==> src/sv/jetp_pkg.sv <==
// ---------------------------------------------------------------------------
// jetp_pkg
// Types, constants and helpers shared by the Julia escape-time pixel block.
// ---------------------------------------------------------------------------
package jetp_pkg;

    localparam int FRAC_BITS = 26;
    localparam int DIV_STEPS = 8;
    localparam int NUM_CHANNELS = 3;

    // Configuration register indexes
    localparam logic [2:0] REG_C_REAL     = 3'd0;
    localparam logic [2:0] REG_C_IMAG     = 3'd1;
    localparam logic [2:0] REG_START_REAL = 3'd2;
    localparam logic [2:0] REG_START_IMAG = 3'd3;
    localparam logic [2:0] REG_STEP_REAL  = 3'd4;
    localparam logic [2:0] REG_STEP_IMAG  = 3'd5;
    localparam logic [2:0] REG_ITER_LIMIT = 3'd6;
    localparam logic [2:0] REG_GAINS      = 3'd7;

    // Color channel tags
    localparam logic [1:0] CH_RED   = 2'd0;
    localparam logic [1:0] CH_GREEN = 2'd1;
    localparam logic [1:0] CH_BLUE  = 2'd2;
    localparam logic [1:0] CH_NONE  = 2'd3;

    localparam logic [31:0] INSIDE_COLOR = 32'h0000_00FF;
    localparam logic [7:0]  ALPHA = 8'hFF;

    // 5.0 in Q(2*FRAC_BITS)
    localparam logic [63:0] ESC_THRESH = 64'd5 << (2 * FRAC_BITS);

    localparam logic signed [63:0] SAT_HI = 64'sd2147483647;
    localparam logic signed [63:0] SAT_LO = -64'sd2147483648;

    typedef struct packed {
        logic [9:0] pixel_x;
        logic [9:0] pixel_y;
    } jetp_in_t;

    typedef struct packed {
        logic [31:0] pixel_color;
        logic [10:0] step_count;
        logic        inside_res;
    } jetp_out_t;

    // One slot of the division chain
    typedef struct packed {
        logic        vld;
        logic [1:0]  tag;
        logic [33:0] rem;
        logic [33:0] dsh;
        logic [7:0]  quo;
    } jetp_div_t;

    function automatic logic [31:0] jetp_sat32(input logic signed [63:0] v);
        if (v > SAT_HI) begin
            return 32'h7FFF_FFFF;
        end else if (v < SAT_LO) begin
            return 32'h8000_0000;
        end else begin
            return v[31:0];
        end
    endfunction

endpackage

==> src/sv/jetp_div_cell.sv <==
// ---------------------------------------------------------------------------
// jetp_div_cell
// One restoring-division step: subtract the shifted divisor when it fits.
// ---------------------------------------------------------------------------
module jetp_div_cell
    import jetp_pkg::*;
(
    input  logic      aclk,
    input  logic      aresetn,
    input  jetp_div_t cell_in,
    output jetp_div_t cell_out
);

    jetp_div_t out_reg;
    jetp_div_t out_next;
    logic      fits;

    always_comb begin
        fits = (cell_in.rem >= cell_in.dsh);
        out_next.vld = cell_in.vld;
        out_next.tag = cell_in.tag;
        out_next.rem = fits ? (cell_in.rem - cell_in.dsh) : cell_in.rem;
        out_next.dsh = cell_in.dsh >> 1;
        out_next.quo = {cell_in.quo[6:0], fits};
    end

    always_ff @(posedge aclk) begin
        if (!aresetn) begin
            out_reg.vld <= 1'b0;
        end else begin
            out_reg.vld <= out_next.vld;
        end
        out_reg.tag <= out_next.tag;
        out_reg.rem <= out_next.rem;
        out_reg.dsh <= out_next.dsh;
        out_reg.quo <= out_next.quo;
    end

    assign cell_out = out_reg;

endmodule

==> src/sv/jetp_div_chain.sv <==
// ---------------------------------------------------------------------------
// jetp_div_chain
// Row of division cells, one quotient bit per cell, one slot per cycle.
// ---------------------------------------------------------------------------
module jetp_div_chain
    import jetp_pkg::*;
(
    input  logic      aclk,
    input  logic      aresetn,
    input  jetp_div_t chain_in,
    output jetp_div_t chain_out
);

    jetp_div_t links [DIV_STEPS+1];

    assign links[0] = chain_in;

    for (genvar i = 0; i < DIV_STEPS; i++) begin : g_cell
        jetp_div_cell u_cell (
            .aclk     (aclk),
            .aresetn  (aresetn),
            .cell_in  (links[i]),
            .cell_out (links[i+1])
        );
    end

    assign chain_out = links[DIV_STEPS];

endmodule

==> config.mk <==
export PLATFORM = sky130hd
export DESIGN_NAME = jetp_div_chain
export DESIGN_NICKNAME = d
export VERILOG_FILES = /design/src/sv/jetp_pkg.sv /design/src/sv/jetp_div_cell.sv /design/src/sv/jetp_div_chain.sv
export SDC_FILE = /design/constraint.sdc
export NUM_CORES = 1
export LEC_CHECK = 0
export BUFFER_PORTS_ARGS = -buffer_cell sky130_fd_sc_hd__buf_4
export CELL_PAD_IN_SITES_DETAIL_PLACEMENT = 1
export CELL_PAD_IN_SITES_GLOBAL_PLACEMENT = 2
export CORE_AREA = 2 2 336 338
export DETAILED_ROUTE_END_ITERATION = 7
export DIE_AREA = 0 0 338 340
export GPL_ROUTABILITY_DRIVEN = 0
export GPL_TIMING_DRIVEN = 0
export PLACE_DENSITY = 0.61
export RECOVER_POWER = 50
export SLEW_MARGIN = 20
export SYNTH_ARGS = -nofsm -noshare
export SYNTH_HDL_FRONTEND = slang
export SYNTH_HIERARCHICAL = 1
export SYNTH_SLANG_ARGS = --single-unit
==> constraint.sdc <==
create_clock -name aclk -period 8.2 [get_ports aclk]
set_clock_uncertainty 0.15 [all_clocks]
set_input_delay 0.41 -clock aclk [delete_from_list [all_inputs] [get_ports aclk]]
set_output_delay 0.41 -clock aclk [all_outputs]
set_load 0.03 [all_outputs]
Word-level counts from Yosys, hierarchy flattened
Index checks and enable logic that the tools add are counted.
Cells by class
  add/sub/neg operators: 8
  $mul: 0
  divide/modulo/power cells: 0
  magnitude comparators: 8
  equal/unequal tests: 0
  shift operators: 0
  muxes and demuxes: 8
  bitwise logic cells: 0
  reduce and logical (&&, ||, !) cells: 0
Operators with widths (number)
  $mux 34: 8
  $ge 34x27->1: 1
  $ge 34x28->1: 1
  $ge 34x29->1: 1
  $ge 34x30->1: 1
  $ge 34x31->1: 1
  $ge 34x32->1: 1
  $ge 34x33->1: 1
  $ge 34x34->1: 1
  $sub 34x27->34: 1
  $sub 34x28->34: 1
  $sub 34x29->34: 1
  $sub 34x30->34: 1
  $sub 34x31->34: 1
  $sub 34x32->34: 1
  $sub 34x33->34: 1
  $sub 34x34->34: 1
Word-level totals
  register bits after elaboration: 568
  bits in latches: 0
  bits in writable memories: 0
  memory bits (read-only): 0
  bits of input ports: 81
  output and inout bits: 79
  logic and storage cells: 64
  memories kept: 0

Logic depth before layout (Yosys ltp)
  word-level depth: 2
  depth in mapped cells: 15
  gate-level depth less buffers: 13

Hierarchy
Netlist, hierarchy kept.
By module, submodules not included
  jetp_div_cell (g_cell[4].u_cell ...): instances 4, cells an instance 473, area an instance 4151.5 µm², sequential area each 1561.5 µm²
  jetp_div_cell (g_cell[1].u_cell ...): instances 2, cells an instance 410, area an instance 4071.4 µm², sequential area each 1561.5 µm²
  jetp_div_cell (g_cell[0].u_cell): instances 1, cells an instance 436, area an instance 4297.9 µm², sequential area each 1561.5 µm²
  jetp_div_cell (g_cell[3].u_cell): instances 1, cells an instance 473, area an instance 4147.7 µm², sequential area each 1561.5 µm²

Worst setup path after synthesis
Ideal clock, no wire load.
  kind: reg-to-reg
  start point: register g_cell[0].u_cell.out_reg (netlist bit g_cell[0].u_cell/cell_out[42])
  end point: register g_cell[1].u_cell.out_reg (netlist bit g_cell[1].u_cell/cell_out[67])
  setup time: 0.121 ns
  data arrival time: 2.917 ns
  data required time: 7.929 ns
  path slack: 5.011 ns
  cell stages (with the launch flop): 14
  buffers on the path: 1
  clock period less this slack: 3.189 ns
  cell sequence: dfxtp_1 inv_1 ha_1 inv_1 fa_1 a21o_1 a221oi_2 o21ai_2 a31oi_2 a21oi_2 a21o_1 a31oi_4 buf_8 mux2_4
RTL lines
  start: declaration: RTL line jetp_div_cell.sv:14  | jetp_div_t out_reg;
  end: declaration: RTL line jetp_div_cell.sv:14

==> summary.txt <==
Worst setup path
  • CP Capture Type: flop
  • WP buf/inv: 3
  • Arrival @ worst endpoint: 4.29 ns
  • Critical path peak fanout: 6
  • Worst Path Class, Setup: in -> reg
  • Critical Path RT: 8.56 ns
  • CP delay by family, top: compound AO/OA/AOI/OAI gates
  • CP peak stage delay: around 0.77 ns
  • Critical Path, Cell by Cell: dlygate4sd3_1 > clkbuf_1 > inv_1 > ha_1 > o211ai_1 > a21o_1 > a2111oi_0 > o21ai_0 > a211oi_1 > o41ai_2 > xnor2_1 > mux2_2
  • Slowest CP cell: a2111oi_0
  • Startpoint types: primary input

Timing
  • Hold Fails Final Rpt: 0
  • Unrepaired setup endpoints after global routing: false
  • Tcrit/Tclk final: 0.480
  • Worst slew pin tran: about 0.9 ns
  • Crit path time final: between 3 and 4 ns
  • Slew HR: 0.392
  • Setup_tns: 0 ns
  • # setup viols final: 0
  • Final slew viol count: 0
  • Fmax: roughly 250 MHz

Final layout
  • Non-Filler Instances: 5,447
  • Max reg flops: approximately 600
  • Fillers: between 10,000 and 15,000
  • Layout cells sized above 1: 0.128
  • Fin nets: 4,252
  • Final Cell Area: between 30,000 and 40,000 sq um
  • ANT cells: 0
  • Layout area overhead: 18.6%

Die
  • Initial core utilization: 0.292
  • Chip height: 340 um
  • # rows: 123
  • Die W: between 300 and 400 um
  • Die area: approximately 110,000 sq um
  • # IOs: 160
  • Core ar.: approximately 110,000 sq um

Global routing
  • First-pass GRT wire length: 154 mm
  • Initial antenna violation count: 0
  • GRT Resource Usage Total: 0.171
  • Largest net degree at the start of global routing: 14
  • Gr ovfl total: 0
  • Vias in the first global route: around 28,000

Route
  • Number of remaining DRC errors: 0
  • Wirelength per Cell: between 15 and 20 um
  • Vias/cell: about 4.7
  • Drt total wl: 98.5 mm
  • Number of DRC markers in iteration 0: 666
  • Number of routed nets with antenna violations: 0
  • Drt pass-1 iters: 5
  • Vias: roughly 26,000

Run status
  • Outcome: complete, no violations

Power and ir drop
  • Sequential Power Share: 0.256
  • NetSw: about 7000 uW
  • P_leak: 0.0172 uW
  • Pint: approximately 9600 uW
  • Pwr/cell area: 430 nW/um^2
  • Switching share of power: 0.422
  • Combinational power share: 0.544
  • Clk network pwr share: 0.200
  • Peak supply drop: 0.179 mV

Synthesis
  • Synth Cell Area: between 30,000 and 40,000 sq um
  • Syn Nets: 3,954
  • Synth Instances: ~3,600
  • Mapped Avg Cell Area: just over 9 sq um
  • Synthesis warning total: 6

Clock network
  • CTS Buf Count: 75
  • CTS H-Tree Depth: 3
  • Clock transition at the registers of the reported paths: 0.06 ns
  • CTS tree: built
  • Clock latency on the worst-skew pair: 0.63 ns
  • Post-CTS setup buffers: 0
  • CTS root buffer: clkbuf_16
  • Max Buffers Root-to-Sink: 3
  • Sink Count: 596

Placement
  • I/O Buffers: 150
  • DP Cell Count: ~5,200
  • Post-detail-place hpwl: between 80 and 90 mm
  • Placed Area: roughly 36,000 sq um

Flow run
  • Maxcap violations: 0

Hold path
  • Worst min-delay path class: in -> reg
stage by stage:
step	setup slack, ns	utilization	hold WS, ns	power, uW
floorplan	5.01	-	0.160	11000
global placement	4.15	0.319	0.160	13400
detailed placement	4.18	0.319	0.163	13400
CTS	4.23	0.349	0.0199	17000
global route	4.18	0.347	0.0540	18000
finish	4.26	0.347	0.0583	16600
cell type report:
type | count | area, sq um | area share
multi-input cells | 2515 | 18400 | 0.476
flip-flops and latches | 596 | 11900 | 0.308
clock buffers | 103 | 2210 | 0.0570
well taps | 1500 | 1880 | 0.0485
repair buffers | 221 | 1630 | 0.0420
inverters | 344 | 1320 | 0.0340
plain buffers | 138 | 981 | 0.0254
clock inverters | 30 | 344 | 0.00889
cells in the final DEF (no fill, tap or decap), drive strengths merged, types with 65 or more instances in the layout:
cell type	count
nand3	65
dlygate4sd3	71
a21o	111
nor2	282
dfxtp	596
buf	164
o21ai	150
nand4	97
inv	345
clkbuf	227
xnor2	156
nand2	193
xor2	78
mux2	132
a21oi	403
ha	272
worst min-delay path, delay by kind of cell:
family	cells	cell delay (ns)
buf+inv	1	0.09
compound gates	1	0.14
simple gates	1	0.17
metal layers:
| metal | GRT usage | vias to the layer above | share of wire |
|---|---|---|---|
| met5 | 0 | - | 0 |
| met4 | 0.0852 | 0 | 0.050 |
| met3 | 0.0205 | 173 | 0.028 |
| met2 | 0.311 | 375 | 0.50 |
| met1 | 0.195 | 11894 | 0.43 |
| li1 | - | 13242 | - |
path summary, 6_finish.rpt:
check	startpoint	endpoint	slack (ns)	cells past startpoint
worst min-delay path	chain_in[72]	g_cell[0].u_cell/cell_out[72]$_DFF_P_	0.06	3
worst max-delay path	chain_in[10]	g_cell[0].u_cell/cell_out[75]$_DFF_P_	4.26	12
worst min register to register	g_cell[2].u_cell/cell_out[76]$_DFF_P_	g_cell[3].u_cell/cell_out[76]$_DFF_P_	0.17	0
worst max register to register	g_cell[0].u_cell/cell_out[42]$_DFF_P_	g_cell[1].u_cell/cell_out[73]$_DFF_P_	4.36	13
power by group through the flow:
stage	clock [uW]	combinational, uW	sequential [uW]
CTS	3490	9200	4270
detailed placement	0	9120	4330
floorplan	0	6670	4310
global route	3600	10100	4360
finish	3340	9050	4260
global placement	0	9100	4340
repair_timing:
| action | CTS | global route |
|---|---|---|
| resized for setup | 0 | 0 |
| hold buffers | 71 | 0 |
| endpoints found under the hold margin | 76 | 0 |
Note: power is estimated with default switching activity, not from simulation.
